<file path="config.mk">
export PLATFORM = sky130hd
export DESIGN_NAME = quoted_token_unescaper
export DESIGN_NICKNAME = d
export VERILOG_FILES = /design/src/rtl/core/qtu_pkg.sv /design/src/rtl/core/qtu_decode.sv /design/src/rtl/core/quoted_token_unescaper.sv
export SDC_FILE = /design/constraint.sdc
export NUM_CORES = 1
export LEC_CHECK = 0
export CAP_MARGIN = 20
export CORE_MARGIN = 5
export CORE_UTILIZATION = 33
export CTS_CLUSTER_DIAMETER = 80
export CTS_CLUSTER_SIZE = 12
export DETAILED_ROUTE_END_ITERATION = 8
export DONT_BUFFER_PORTS = 1
export PLACE_DENSITY = 0.5
export REMOVE_ABC_BUFFERS = 1
export SYNTH_ARGS = -nofsm -noshare
export SYNTH_HDL_FRONTEND = slang
export SYNTH_SLANG_ARGS = --single-unit
</file>
<file path="constraint.sdc">
create_clock -name clock -period 9.4 [get_ports clock]
set_input_delay 0.94 -clock clock [delete_from_list [all_inputs] [get_ports clock]]
set_output_delay 0.94 -clock clock [all_outputs]
set_load 0.005 [all_outputs]
</file>
<file path="src/rtl/core/qtu_pkg.sv">
// Shared types and constants for the quoted token unescaper.
package qtu_pkg;

   parameter int unsigned DEF_MAX_TOKEN_BYTES = 255;

   typedef enum logic [2:0] {
      MODE_GAP   = 3'd0,
      MODE_WORD  = 3'd1,
      MODE_QUOTE = 3'd2,
      MODE_ESC   = 3'd3,
      MODE_HEX0  = 3'd4,
      MODE_HEX   = 3'd5,
      MODE_OCT   = 3'd6,
      MODE_DROP  = 3'd7
   } mode_type;

   typedef enum logic [2:0] {
      KIND_DATA   = 3'd0,
      KIND_DONE   = 3'd1,
      KIND_NONE   = 3'd2,
      KIND_LONG   = 3'd3,
      KIND_OPEN   = 3'd4,
      KIND_BADESC = 3'd5
   } kind_type;

   typedef struct packed {
      mode_type   mode;
      logic [7:0] esc_value;
      logic [1:0] oct_seen;
   } parse_state_type;

   typedef struct packed {
      kind_type   kind;
      logic [7:0] data;
      logic [7:0] length;
      logic       line_end;
      logic       last;
   } result_type;

endpackage

</file>
<file path="src/rtl/core/qtu_decode.sv">
// Per-byte parse step: next state and up to two results for one line byte.
module qtu_decode #(
   parameter int unsigned MAX_TOKEN_BYTES = qtu_pkg::DEF_MAX_TOKEN_BYTES,
   localparam int unsigned CNT_W = $clog2(MAX_TOKEN_BYTES + 1)
) (
   input  logic [7:0]                 line_byte,
   input  qtu_pkg::parse_state_type   state_cur,
   input  logic [CNT_W-1:0]           count_cur,
   output qtu_pkg::parse_state_type   state_nxt,
   output logic [CNT_W-1:0]           count_nxt,
   output qtu_pkg::result_type        res [2],
   output logic [1:0]                 res_num
);
   import qtu_pkg::*;

   localparam logic [7:0] CH_NUL    = 8'h00;
   localparam logic [7:0] CH_SPACE  = 8'h20;
   localparam logic [7:0] CH_QUOTE  = 8'h22;
   localparam logic [7:0] CH_BSLASH = 8'h5C;
   localparam logic [7:0] CH_ZERO   = 8'h30;
   localparam logic [7:0] CH_SEVEN  = 8'h37;
   localparam logic [7:0] CH_X      = 8'h78;
   localparam logic [CNT_W-1:0] CNT_MAX = CNT_W'(MAX_TOKEN_BYTES);

   // {valid, value}
   function automatic logic [4:0] hex_digit(input logic [7:0] b);
      logic [4:0] d;
      d = 5'd0;
      if (b >= 8'h30 && b <= 8'h39)      d = {1'b1, 4'(b - 8'h30)};
      else if (b >= 8'h41 && b <= 8'h46) d = {1'b1, 4'(b - 8'h37)};
      else if (b >= 8'h61 && b <= 8'h66) d = {1'b1, 4'(b - 8'h57)};
      return d;
   endfunction

   function automatic result_type mk(input kind_type k, input logic [7:0] d,
                                     input logic [7:0] len, input logic le);
      result_type r;
      r.kind     = k;
      r.data     = d;
      r.length   = (k == KIND_NONE) ? 8'd0 : len;
      r.line_end = le;
      r.last     = 1'b0;
      return r;
   endfunction

   parse_state_type  st;
   logic [CNT_W-1:0] cnt;
   logic [1:0]       n;
   result_type       r [2];
   logic             do_quoted;
   logic [4:0]       hd;
   logic             is_oct;
   logic [7:0]       lit;
   logic [7:0]       b;

   always_comb begin
      b         = line_byte;
      st        = state_cur;
      cnt       = count_cur;
      n         = 2'd0;
      r[0]      = '0;
      r[1]      = '0;
      do_quoted = 1'b0;
      hd        = hex_digit(b);
      is_oct    = (b >= CH_ZERO) && (b <= CH_SEVEN);
      lit       = b;

      unique case (state_cur.mode)
         MODE_GAP: begin
            cnt = '0;
            if (b == CH_NUL) begin
               r[n[0]] = mk(KIND_NONE, 8'd0, 8'(cnt), 1'b1);
               n = n + 2'd1;
            end else if (b == CH_QUOTE) begin
               st.mode = MODE_QUOTE;
            end else if (b != CH_SPACE) begin
               // count is zero here and the limit is at least one
               cnt = cnt + 1'b1;
               st.mode = MODE_WORD;
               r[n[0]] = mk(KIND_DATA, b, 8'(cnt), 1'b0);
               n = n + 2'd1;
            end
         end
         MODE_WORD: begin
            if (b == CH_NUL || b == CH_SPACE) begin
               r[n[0]] = mk(KIND_DONE, 8'd0, 8'(cnt), b == CH_NUL);
               n = n + 2'd1;
               st.mode = MODE_GAP;
            end else if (b == CH_QUOTE) begin
               st.mode = MODE_QUOTE;
            end else if (cnt >= CNT_MAX) begin
               r[n[0]] = mk(KIND_LONG, 8'd0, 8'(cnt), 1'b0);
               n = n + 2'd1;
               st.mode = MODE_DROP;
            end else begin
               cnt = cnt + 1'b1;
               r[n[0]] = mk(KIND_DATA, b, 8'(cnt), 1'b0);
               n = n + 2'd1;
            end
         end
         MODE_QUOTE: begin
            do_quoted = 1'b1;
         end
         MODE_ESC: begin
            st.mode = MODE_QUOTE;
            if (b == CH_NUL) begin
               cnt = cnt + 1'b1;
               r[0] = mk(KIND_DATA, CH_BSLASH, 8'(cnt), 1'b0);
               r[1] = mk(KIND_OPEN, 8'd0, 8'(cnt), 1'b1);
               n = 2'd2;
               st.mode = MODE_GAP;
            end else if (b == CH_X) begin
               st.esc_value = 8'd0;
               st.mode = MODE_HEX0;
            end else if (is_oct) begin
               st.esc_value = 8'(b - CH_ZERO);
               st.oct_seen = 2'd1;
               st.mode = MODE_OCT;
            end else begin
               priority case (b)
                  8'h6E:   lit = 8'd10;
                  8'h74:   lit = 8'd9;
                  8'h72:   lit = 8'd13;
                  8'h61:   lit = 8'd7;
                  8'h62:   lit = 8'd8;
                  8'h66:   lit = 8'd12;
                  8'h76:   lit = 8'd11;
                  default: lit = b;
               endcase
               cnt = cnt + 1'b1;
               r[n[0]] = mk(KIND_DATA, lit, 8'(cnt), 1'b0);
               n = n + 2'd1;
            end
         end
         MODE_HEX0: begin
            if (hd[4]) begin
               st.esc_value = {4'd0, hd[3:0]};
               st.mode = MODE_HEX;
            end else begin
               r[n[0]] = mk(KIND_BADESC, 8'd0, 8'(cnt), b == CH_NUL);
               n = n + 2'd1;
               st.mode = (b == CH_NUL) ? MODE_GAP : MODE_DROP;
            end
         end
         MODE_HEX: begin
            if (hd[4]) begin
               st.esc_value = {state_cur.esc_value[3:0], hd[3:0]};
            end else begin
               st.oct_seen = 2'd0;
               if (st.esc_value == 8'd0) begin
                  r[n[0]] = mk(KIND_BADESC, 8'd0, 8'(cnt), b == CH_NUL);
                  n = n + 2'd1;
                  st.mode = (b == CH_NUL) ? MODE_GAP : MODE_DROP;
               end else begin
                  cnt = cnt + 1'b1;
                  r[n[0]] = mk(KIND_DATA, st.esc_value, 8'(cnt), 1'b0);
                  n = n + 2'd1;
                  st.mode = MODE_QUOTE;
                  do_quoted = 1'b1;
               end
            end
         end
         MODE_OCT: begin
            if (is_oct) begin
               st.esc_value = {state_cur.esc_value[4:0], b[2:0]};
               st.oct_seen = state_cur.oct_seen + 2'd1;
               if (st.oct_seen == 2'd3) begin
                  // third digit closes the escape, no terminator byte
                  st.oct_seen = 2'd0;
                  if (st.esc_value == 8'd0) begin
                     r[n[0]] = mk(KIND_BADESC, 8'd0, 8'(cnt), 1'b0);
                     n = n + 2'd1;
                     st.mode = MODE_DROP;
                  end else begin
                     cnt = cnt + 1'b1;
                     r[n[0]] = mk(KIND_DATA, st.esc_value, 8'(cnt), 1'b0);
                     n = n + 2'd1;
                     st.mode = MODE_QUOTE;
                  end
               end
            end else begin
               st.oct_seen = 2'd0;
               if (st.esc_value == 8'd0) begin
                  r[n[0]] = mk(KIND_BADESC, 8'd0, 8'(cnt), b == CH_NUL);
                  n = n + 2'd1;
                  st.mode = (b == CH_NUL) ? MODE_GAP : MODE_DROP;
               end else begin
                  cnt = cnt + 1'b1;
                  r[n[0]] = mk(KIND_DATA, st.esc_value, 8'(cnt), 1'b0);
                  n = n + 2'd1;
                  st.mode = MODE_QUOTE;
                  do_quoted = 1'b1;
               end
            end
         end
         MODE_DROP: begin
            if (b == CH_NUL) begin
               cnt = '0;
               r[n[0]] = mk(KIND_NONE, 8'd0, 8'(cnt), 1'b1);
               n = n + 2'd1;
               st.mode = MODE_GAP;
            end
         end
      endcase

      // ordinary byte inside quotes, possibly after a numeric escape
      if (do_quoted) begin
         if (b == CH_NUL) begin
            r[n[0]] = mk(KIND_OPEN, 8'd0, 8'(cnt), 1'b1);
            n = n + 2'd1;
            st.mode = MODE_GAP;
         end else if (b == CH_QUOTE) begin
            st.mode = MODE_WORD;
         end else if (cnt >= CNT_MAX) begin
            r[n[0]] = mk(KIND_LONG, 8'd0, 8'(cnt), 1'b0);
            n = n + 2'd1;
            st.mode = MODE_DROP;
         end else if (b == CH_BSLASH) begin
            st.mode = MODE_ESC;
         end else begin
            cnt = cnt + 1'b1;
            r[n[0]] = mk(KIND_DATA, b, 8'(cnt), 1'b0);
            n = n + 2'd1;
         end
      end

      if (n == 2'd1) r[0].last = 1'b1;
      if (n == 2'd2) r[1].last = 1'b1;

      state_nxt = st;
      count_nxt = cnt;
      res       = r;
      res_num   = n;
   end

endmodule

</file>
<file path="src/rtl/core/quoted_token_unescaper.sv">
// Top level of the quoted token unescaper: parse state and result queue.
// A taken byte's results are registered into the result queue; rsp_ offers its head.
// Throughput: one byte per cycle while req_stall is low; two results of one byte
//   leave in turn; the single result port and the 3-entry queue set the rate.
// Reset (synchronous, active high): parser between tokens, count and escape
//   state cleared, result queue emptied.
module quoted_token_unescaper #(
   parameter int unsigned MAX_TOKEN_BYTES = qtu_pkg::DEF_MAX_TOKEN_BYTES
) (
   input  logic       clock,
   input  logic       reset,
   input  logic       req_valid,
   output logic       req_stall,
   input  logic [7:0] req_line_byte,
   output logic       rsp_valid,
   input  logic       rsp_stall,
   output logic [2:0] rsp_result_kind,
   output logic [7:0] rsp_data_byte,
   output logic [7:0] rsp_token_length,
   output logic       rsp_line_end,
   output logic       rsp_last_of_item
);
   import qtu_pkg::*;

   localparam int unsigned CNT_W = $clog2(MAX_TOKEN_BYTES + 1);
   localparam int unsigned Q_DEPTH = 3;

   // parser state, advanced only on an accepted input transaction
   parse_state_type  state_ff, state_in;
   logic [CNT_W-1:0] count_ff, count_in;

   // result queue, head always at entry 0
   result_type q_ff [Q_DEPTH];
   result_type q_in [Q_DEPTH];
   logic [1:0] q_cnt_ff, q_cnt_in;

   result_type dec_res [2];
   logic [1:0] dec_num;
   logic       req_accept;
   logic       rsp_pop;
   logic [1:0] after_pop;

   qtu_decode #(
      .MAX_TOKEN_BYTES(MAX_TOKEN_BYTES)
   ) u_decode (
      .line_byte (req_line_byte),
      .state_cur (state_ff),
      .count_cur (count_ff),
      .state_nxt (state_in),
      .count_nxt (count_in),
      .res       (dec_res),
      .res_num   (dec_num)
   );

   // output side
   assign rsp_valid        = (q_cnt_ff != 2'd0);
   assign rsp_pop          = rsp_valid && !rsp_stall;
   assign rsp_result_kind  = q_ff[0].kind;
   assign rsp_data_byte    = q_ff[0].data;
   assign rsp_token_length = q_ff[0].length;
   assign rsp_line_end     = q_ff[0].line_end;
   assign rsp_last_of_item = q_ff[0].last;

   // a new byte needs room for two results once this cycle's pop is done,
   // so a waiting result does not hold off the input
   assign after_pop  = q_cnt_ff - {1'b0, rsp_pop};
   assign req_stall  = (after_pop > 2'd1);
   assign req_accept = req_valid && !req_stall;

   always_comb begin
      for (int i = 0; i < Q_DEPTH; i++) begin
         if (rsp_pop && i < Q_DEPTH - 1) q_in[i] = q_ff[i + 1];
         else                            q_in[i] = q_ff[i];
         if (req_accept && dec_num != 2'd0 && 2'(i) == after_pop)
            q_in[i] = dec_res[0];
         if (req_accept && dec_num == 2'd2 && 2'(i) == 2'(after_pop + 2'd1))
            q_in[i] = dec_res[1];
      end
      q_cnt_in = after_pop + (req_accept ? dec_num : 2'd0);
   end

   always_ff @(posedge clock) begin
      if (reset) begin
         state_ff.mode      <= MODE_GAP;
         state_ff.esc_value <= 8'd0;
         state_ff.oct_seen  <= 2'd0;
         count_ff           <= '0;
         q_cnt_ff           <= 2'd0;
      end else begin
         if (req_accept) begin
            state_ff <= state_in;
            count_ff <= count_in;
         end
         q_cnt_ff <= q_cnt_in;
      end
   end

   // queue payload needs no reset
   always_ff @(posedge clock) begin
      q_ff <= q_in;
   end

`ifndef SYNTHESIS
   // a line-closing result is always the final one for its byte
   a_line_end_last : assert property (@(posedge clock) disable iff (reset)
      rsp_valid && rsp_line_end |-> rsp_last_of_item)
      else $error("line end result not last of its byte");

   // "no token" carries zero length and closes the line
   a_none_shape : assert property (@(posedge clock) disable iff (reset)
      rsp_valid && rsp_result_kind == KIND_NONE |->
         rsp_token_length == 8'd0 && rsp_line_end)
      else $error("malformed no-token result");

   // a byte with no results leaves the queue untouched when nothing drains
   a_silent_byte : assert property (@(posedge clock) disable iff (reset)
      req_accept && dec_num == 2'd0 && !rsp_pop |=> q_cnt_ff == $past(q_cnt_ff))
      else $error("queue changed on a silent byte");

   // both results of a two-result byte land in the queue
   a_two_results : assert property (@(posedge clock) disable iff (reset)
      req_accept && dec_num == 2'd2 |=> q_cnt_ff >= 2'd2)
      else $error("second result lost");
`endif

endmodule

</file>
==> impl_metrics.tcl, run 1 <==
set metrics [dict create \
    status "finished, final reports clean" \
    whs_ns 0.519 \
    holdPathStages 2 \
    io_pins 35 \
    rsz0062_at_grt "false" \
    synth_edf_count 63 \
    drtIter0Drc 1310 \
    multi_input_area_mm2 0.00495 \
    start_util_pct 33.5 \
    syn_to_final_growth_pct 4.22 \
    clk_pin_slew_ns 0.08 \
    fin_crit_ns 6.83 \
    synth_ff_type "edfxtp_1" \
    leakage_nw 2.75 \
    wl_per_cell_um 23.7 \
    cts_root_buffer "clkbuf_16" \
    ctsHoldBuffers 0 \
    synth_area_leaders "edfxtp_1 (24%), dfxtp_1 (5.8%), a21oi_1 (4.7%), nand2_1 (4.1%), nor2_1 (3.9%)" \
    routed_via_density 6.42 \
    crit_path_max_fanout 22 \
    insertion_delay_ns 0.37 \
    finClkSkew_ns 0.0173 \
    peakVddDrop_uv 116 \
    io_buffers 0 \
    dieArea_mm2 0.0271 \
    slew_violations 0 \
    yosys_warnings 0 \
    antenna_found_initial 0 \
    ys_ff_latch 86 \
    fmax_ghz 0.146 \
    synth.most_common_cell "nand2_1" \
    end_kind "register" \
    die_width_um 165 \
    drv_cap 0 \
    reg2reg_depth 15 \
    worst_pin_slew_ns 1.13 \
    fin_crit_sh_pct 72.7 \
    grt_pass1_vias 7189 \
    postCtsSetupBuffers 0 \
    dr.pass1.iters 6 \
    utilization_pct 34.9 \
    ant_nets 0 \
    cts_tree "done" \
    ys_types 100 \
    synth_top_area_share_pct 24.0 \
    finalNonFillerCells 1225 \
    nFillCells 2479 \
    cts_max_level 3 \
    synth_area_per_cell_um2 8.15 \
    placed_area_mm2 0.00791 \
    core_mm2 0.0235 \
    cp.required_ns 9.38 \
    final_area_mm2 0.00823 \
    synth_area_mm2 0.00789 \
    diodes 0 \
    tns_ns 0 \
    hold_viol 0 \
    startpoint_type "input pin" \
    criticalPathCategory "in -> reg" \
    dp_hpwl_um 21500 \
    setup_violations 0 \
    yosysTopAreaCell "edfxtp_1" \
    relSlewSlack_pct 23.8 \
    via_count 7866 \
    grt_pass1_wl_um 44200 \
    synth_seq_area_share_pct 29.8 \
    die_h_um 165 \
    cts_num_sinks 86 \
    arrival_ns 6.82 \
    gp_congestion 1.00 \
    post-place-cells 1209 \
    drive_above_1_share_pct 9.49 \
    syn_inst 968 \
    grt_usage_pct 21.1 \
    synth_commonest_cells "nand2_1 (86), nor2_1 (82), a21oi_1 (74), edfxtp_1 (63), o21ai_0 (60)" \
    grt_max_degree 33 \
    overflow 0 \
    rows 56 \
    synthArstFlopShare_pct 0 \
    cts.path.max_buffers 2 \
    cts_buffers 9 \
    hold_class "reg -> reg" \
    cts_resized 0 \
    power_density_mw_per_mm2 240 \
    num-nets-final 930 \
    regArea_mm2 0.00235 \
    wl_um 29000 \
    drc 0 \
]
[flip-flops by register name, summed over array words and instances, names as in the netlist]
register          cells
rsp_data_byte         8
q_ff                 42
rsp_result_kind       3
count_ff              8
q_cnt_ff              2
rsp_line_end          1
rsp_token_length      8
state_ff             13
rsp_last_of_item      1
[worst max-delay path, stage by stage]
cell and delay (ns):
ha_1 0.35, or4b_1 0.54, o21ai_2 0.08, buf_4 0.30
mux2i_1 0.54, o21ai_0 0.15, o221ai_1 0.25, or3_1 0.34
ha_1 0.23, inv_1 0.07, a31oi_1 0.42, nand4bb_1 0.62
o211ai_1 0.46, and3_1 0.23, and3_1 0.16, buf_4 0.33
nand2b_1 0.77
[layer usage]
metal	vias to the layer above	GRT usage (%)	wire length, µm	part of all wire [%]
met5	-	0	0	0
li1	3565	-	-	-
met4	0	7.11	1040	3.6
met3	82	4.17	2770	9.5
met1	3744	30.1	12800	44
met2	475	31.7	12400	43
[placed cells by master (no fill, tap or decap), drive strengths merged, types with 5 or more instances in the layout]
master   netlist  routed
nand2         86      86
nor2          85      85
a21oi         75      75
o21ai         66      66
edfxtp        63      63
nand3         37      37
inv           29      33
nor3          29      29
o22ai         27      27
a211oi        26      26
dfxtp         23      23
o211ai        22      22
xnor2         21      21
nand2b        18      18
mux2i         18      18
ha            17      17
o31ai         16      16
mux2          15      15
a221oi        13      13
nor4          13      13
nand4         12      12
buf           43      12
a31oi         12      12
and3          10      10
clkbuf        47       9
o21a           8       8
or2            8       8
nor2b          7       7
or3            7       7
o221ai         7       7
a222oi         7       7
and2           7       7
a21o           6       6
a22oi          6       6
o2111ai        5       5
[path summary, 6_finish.rpt]
path | slack [ns] | startpoint | to
worst min-delay path | 0.52 | state_ff[9] | state_ff[9]
worst max register to register | 2.64 | state_ff[3] | rsp_data_byte[7]
worst max-delay path | 2.57 | req_line_byte[4] | rsp_data_byte[7]
worst min register to register | 0.52 | state_ff[9] | state_ff[9]
[final cells by class]
cell class	count	share of cell area, %
Tap cell	319	4.85
Multi-Input combinational cell	761	60.2
Clock buffer	9	2.74
Inverter	31	1.44
Timing Repair Buffer	12	1.10
Clock inverter	7	1.06
Sequential cell	86	28.6
[stage by stage]
step                      total power [mW]  worst slack (ns)
after global placement                1.56              2.48
after detailed placement              1.57              2.28
after CTS                             1.96              2.65
final                                 1.97              2.57
after floorplan                       1.28              2.52
after global routing                  2.07              2.13
[where the power goes]
part           switching [mW]  internal (mW)
registers              0.0747          0.578
clock network           0.183          0.213
logic                   0.615          0.306
[cells by family (layout without fill, tap and decap cells)]
| family | after synthesis | after routing | synth area share, % |
|---|---|---|---|
| AND/OR/NAND/NOR | 343 | 343 | 22.0 |
| AO/OA/AOI/OAI | 343 | 343 | 30.4 |
| buffers and inverters | 121 | 59 | 7.53 |
| flip-flops | 86 | 86 | 29.8 |
| multiplexers | 33 | 33 | 4.85 |
| XOR/XNOR | 25 | 25 | 2.77 |
| adder cells (fa/ha/maj) | 17 | 17 | 2.69 |
Note: power is estimated with default switching activity, not from simulation.
==> run 2, diff against run 1 <==
==> constraint.sdc (replaced) <==
create_clock -name clock -period 7.2 [get_ports clock]
set_input_delay 0.72 -clock clock [delete_from_list [all_inputs] [get_ports clock]]
set_output_delay 0.72 -clock clock [all_outputs]
set_load 0.005 [all_outputs]
==> run 2 against run 1 <==
Effect of this change: power rose by 29%; global-route usage about the same; combinational power up 31%; sequential power up 29%; cell area up 0.84%; first-iteration DRC count fell by 2.6%; wire length down 0.47%; largest power group unchanged.
==> impl_metrics.tcl, run 2 (synthesis gave the netlist of run 1 again) <==
set metrics [dict create \
    path_buf_inv 1 \
    finalWorstSetupSlack_ns 1.11 \
    utilization_pct 35.2 \
    dieArea_mm2 0.0271 \
    post-place-cells 1220 \
    status "finished, final reports clean" \
    postCtsSetupBuffers 0 \
    worst-path-stages 14 \
    io_pins 35 \
    leakage_nw 2.80 \
    io_buffers 0 \
    reg2reg_depth 14 \
    cp_top_family "simple AND/OR/NAND/NOR gates" \
    start_util_pct 33.5 \
    final_common_cell "nand2_1" \
    relSlewSlack_pct 39.9 \
    pre_cts_ws_ns 1.02 \
    fmax_ghz 0.164 \
    rsz0062_at_grt "false" \
    cts_tree "done" \
    critPathSlowestCell "dfxtp_1" \
    worstPathCellList "and3b_1 -> nand2_1 -> nor3_1 -> o31ai_1 -> o221ai_1 -> nand2b_1 -> ha_1 -> inv_1 -> a31oi_1 -> nand4bb_1 -> o211ai_1 -> nor2b_1 -> a2111oi_0 -> o32ai_1" \
    p_int_mw 1.41 \
    drv_cap 0 \
    crit_path_max_fanout 22 \
    num-nets-final 941 \
    comb_power_share_pct 47.7 \
    ctsHoldBuffers 0 \
    die_width_um 165 \
    criticalPathCategory "reg -> reg" \
    core_mm2 0.0235 \
    top_register "q_ff" \
    cp.required_ns 7.28 \
    hold_viol 0 \
    slew_violations 0 \
    syn_to_final_growth_pct 5.09 \
    routed_via_density 6.33 \
    fin_crit_ns 6.09 \
    nFillCells 2515 \
    holdPathStages 1 \
    drtIter0Drc 1276 \
    grt_pass1_vias 7028 \
    die_h_um 165 \
    setup_violations 0 \
    largest_reg_flops 42 \
    diodes 0 \
    grt_max_degree 28 \
    tns_ns 0 \
    finClkSkew_ns 0.0193 \
    p_sw_share_pct 44.5 \
    overflow 0 \
    end_kind "register" \
    fin_crit_sh_pct 84.6 \
    grt_pass1_wl_um 44400 \
    p_clk_share_pct 19.1 \
    worst_pin_slew_ns 0.890 \
    cts_max_level 3 \
    reg2reg_setup_slack_ns 1.11 \
    dr.pass1.iters 6 \
    via_count 7828 \
    arrival_ns 6.17 \
    ant_nets 0 \
    antenna_found_initial 0 \
    drive_above_1_share_pct 10.6 \
    slowest_delay_ns 0.88 \
    gp_congestion 0.971 \
    final_area_mm2 0.00830 \
    switchingPower_mw 1.13 \
    wl_um 28900 \
    rows 56 \
    cts.path.max_buffers 2 \
    finalNonFillerCells 1236 \
    cts_buffers 9 \
    whs_ns 0.406 \
    cts_root_buffer "clkbuf_16" \
    clk_pin_slew_ns 0.09 \
    peakVddDrop_uv 155 \
    dp_hpwl_um 21800 \
    hold_class "in -> reg" \
    seqPwrFrac_pct 33.2 \
    power_density_mw_per_mm2 307 \
    grt_usage_pct 21.1 \
    startpoint_type "register" \
    final_cell_mix "nand2_1 (86), nor2_1 (82), a21oi_1 (74)" \
    cts_resized 0 \
    drc 0 \
    placed_area_mm2 0.00800 \
    insertion_delay_ns 0.37 \
    wl_per_cell_um 23.4 \
    cts_num_sinks 86 \
    finalPower_mw 2.55 \
    reg_top3 "q_ff (42), state_ff (13)" \
]
## run 2: changes by cell type in the layout (fill, tap and decap cells not counted), sizes merged
cell,change
buf,+11
clkinvlp,-2
bufinv,-1
clkinv,+3
## run 2: power by group through the flow
stage | sequential, mW | combinational, mW | clock [mW]
4_1_cts | 0.848 | 1.20 | 0.502
5_1_grt | 0.864 | 1.32 | 0.520
6_report | 0.844 | 1.21 | 0.487
2_1_floorplan | 0.834 | 0.833 | 0
3_3_place_gp | 0.858 | 1.20 | 0
3_5_place_dp | 0.859 | 1.20 | 0
## run 2: per-layer routing
layer	wire, µm	global-route usage (%)
met1	12600	29.8
met2	12600	32.1
met3	2570	4.42
met4	1110	7.11
met5	0	0
## run 2: path summary, 6_finish.rpt
check	from	endpoint
setup / recovery	state_ff[12]	q_ff[27]
hold / removal	reset	state_ff[9]
setup reg to reg	state_ff[12]	q_ff[27]
hold reg to reg	state_ff[9]	state_ff[9]
## run 2: cell type report
class                           count  area (µm²)  area share, %
Clock buffer                        9         225           2.71
Clock inverter                      7        73.8          0.890
Inverter                           31         119           1.43
Multi-Input combinational cell    761        4950           59.7
Sequential cell                    86        2350           28.4
Tap cell                          319         399           4.81
Timing Repair Buffer               23         173           2.08
## run 2: worst register-to-register path: cells and delay by family (launching register included)
family | cells | cell delay, ns
flip-flops | 1 | 0.88
adder cells (fa/ha/maj) | 1 | 0.19
AO/OA/AOI/OAI | 6 | 2.18
buffers and inverters | 1 | 0.06
AND/OR/NAND/NOR | 6 | 2.48
==> run 3, diff against run 2 <==
==> constraint.sdc (replaced) <==
create_clock -name clock -period 6 [get_ports clock]
set_input_delay 0.6 -clock clock [delete_from_list [all_inputs] [get_ports clock]]
set_output_delay 0.6 -clock clock [all_outputs]
set_load 0.005 [all_outputs]
==> run 3 against run 2 <==
Effect of this change: via count increased by 0.47%; combinational power increased by 27%; utilization increased by 0.60 points; non-clock buffer count increased by 20; largest cell class unchanged; highest routed layer unchanged.
==> impl_metrics.tcl, run 3 (synthesis gave the netlist of run 1 again) <==
set metrics [dict create \
    status "finished, final reports clean" \
    start_util_pct 33.5 \
    nFillCells 2466 \
    drtIter0Drc 1304 \
    ctsHoldBuffers 0 \
    peakVddDrop_uv 151 \
    io_pins 35 \
    core_mm2 0.0235 \
    finalWorstSetupSlack_ns 0.627 \
    switchingPower_mw 1.36 \
    p_clk_share_pct 17.8 \
    worst_pin_slew_ns 0.911 \
    drv_cap 0 \
    insertion_delay_ns 0.35 \
    cts_tree "done" \
    pre_cts_ws_ns 0.399 \
    num-nets-final 961 \
    io_buffers 0 \
    routed_via_density 6.26 \
    syn_to_final_growth_pct 6.88 \
    reg_top3 "q_ff (42), state_ff (13)" \
    largest_reg_flops 42 \
    cts_resized 0 \
    cts.path.max_buffers 2 \
    drive_above_1_share_pct 12.5 \
    crit_path_max_fanout 24 \
    grt_pass1_vias 7311 \
    wl_per_cell_um 23.1 \
    final_area_mm2 0.00844 \
    rsz0062_at_grt "false" \
    end_kind "register" \
    cts_num_sinks 86 \
    seqPwrFrac_pct 32.5 \
    finClkSkew_ns 0.0116 \
    overflow 0 \
    fin_crit_ns 5.37 \
    leakage_nw 2.88 \
    cts_buffers 9 \
    hold_viol 0 \
    drc 0 \
    tns_ns 0 \
    setup_violations 0 \
    antenna_found_initial 0 \
    cts_root_buffer "clkbuf_16" \
    die_h_um 165 \
    gp_congestion 1.05 \
    post-place-cells 1240 \
    dieArea_mm2 0.0271 \
    criticalPathCategory "in -> reg" \
    startpoint_type "input pin" \
    via_count 7865 \
    slew_violations 0 \
    rows 56 \
    p_sw_share_pct 43.8 \
    final_cell_mix "nand2_1 (86), nor2_1 (82), a21oi_1 (74)" \
    grt_max_degree 30 \
    final_common_cell "nand2_1" \
    dr.pass1.iters 8 \
    fin_crit_sh_pct 89.5 \
    grt_pass1_wl_um 44600 \
    comb_power_share_pct 49.7 \
    grt_usage_pct 21.1 \
    clk_pin_slew_ns 0.07 \
    fmax_ghz 0.186 \
    cts_max_level 3 \
    hold_class "in -> reg" \
    ant_nets 0 \
    postCtsSetupBuffers 0 \
    dp_hpwl_um 22000 \
    arrival_ns 5.48 \
    cp.required_ns 6.10 \
    top_register "q_ff" \
    diodes 0 \
    relSlewSlack_pct 38.9 \
    finalNonFillerCells 1256 \
    die_width_um 165 \
    power_density_mw_per_mm2 367 \
    wl_um 29000 \
    p_int_mw 1.74 \
    placed_area_mm2 0.00815 \
    whs_ns 0.307 \
]
-- run 3: cell count changes in the layout (fill, tap and decap cells not counted), sizes merged --
cell      before  now
clkinvlp       0    3
clkinv         5    2
buf           23   43
-- run 3: layout make-up --
cell class	count	area (µm²)	area share (%)
clock buffer	9	225	2.67
clock inverter	7	65.1	0.771
inverter	31	119	1.41
multi-input combinational	761	4950	58.7
sequential	86	2350	27.9
tap	319	399	4.73
timing repair buffer	43	323	3.83
-- run 3: power groups by stage --
stage          Sequential, mW  Clock, mW  Combinational [mW]
2_1_floorplan            1.00          0               0.999
3_3_place_gp             1.02          0                1.52
3_5_place_dp             1.02          0                1.51
4_1_cts                  1.01      0.568                1.52
5_1_grt                  1.03      0.594                1.66
6_report                 1.01      0.552                1.54
-- run 3: critical path, cell delays in order --
cell and delay [ns]:
or4_4 0.62, o21ai_2 0.63, inv_4 0.29, ha_1 0.37, o211ai_1 0.17, o21ai_0 0.10, o21ai_0 0.14, or3_1 0.15
ha_1 0.17, inv_1 0.07, a31oi_1 0.38, and4bb_1 0.49, a21oi_1 0.28, a311oi_1 0.43, o21ai_0 0.24, mux2_2 0.33
-- run 3: metal layers --
layer	up-vias	share of wire [%]	track usage, %
li1	3620	-	-
met1	3661	44	29.8
met2	484	43	31.9
met3	100	9.0	4.04
met4	0	4.2	8.20
met5	-	0	0.379
-- run 3: path summary, 6_finish.rpt --
check / to / from / depth (start not counted) / slack (ns)
worst min-delay path: state_ff[3] / reset / 1 / 0.31
worst min register to register: state_ff[8] / state_ff[8] / 2 / 0.52
worst max register to register: q_ff[7] / state_ff[10] / 13 / 0.87
worst max-delay path: q_ff[7] / req_line_byte[3] / 16 / 0.63
-- run 3: stage by stage --
step / total power [mW] / utilization [%]
floorplan: 2.00 / -
global placement: 2.55 / 34.6
detailed placement: 2.53 / 34.6
CTS: 3.09 / 35.8
global route: 3.29 / 35.8
finish: 3.10 / 35.8
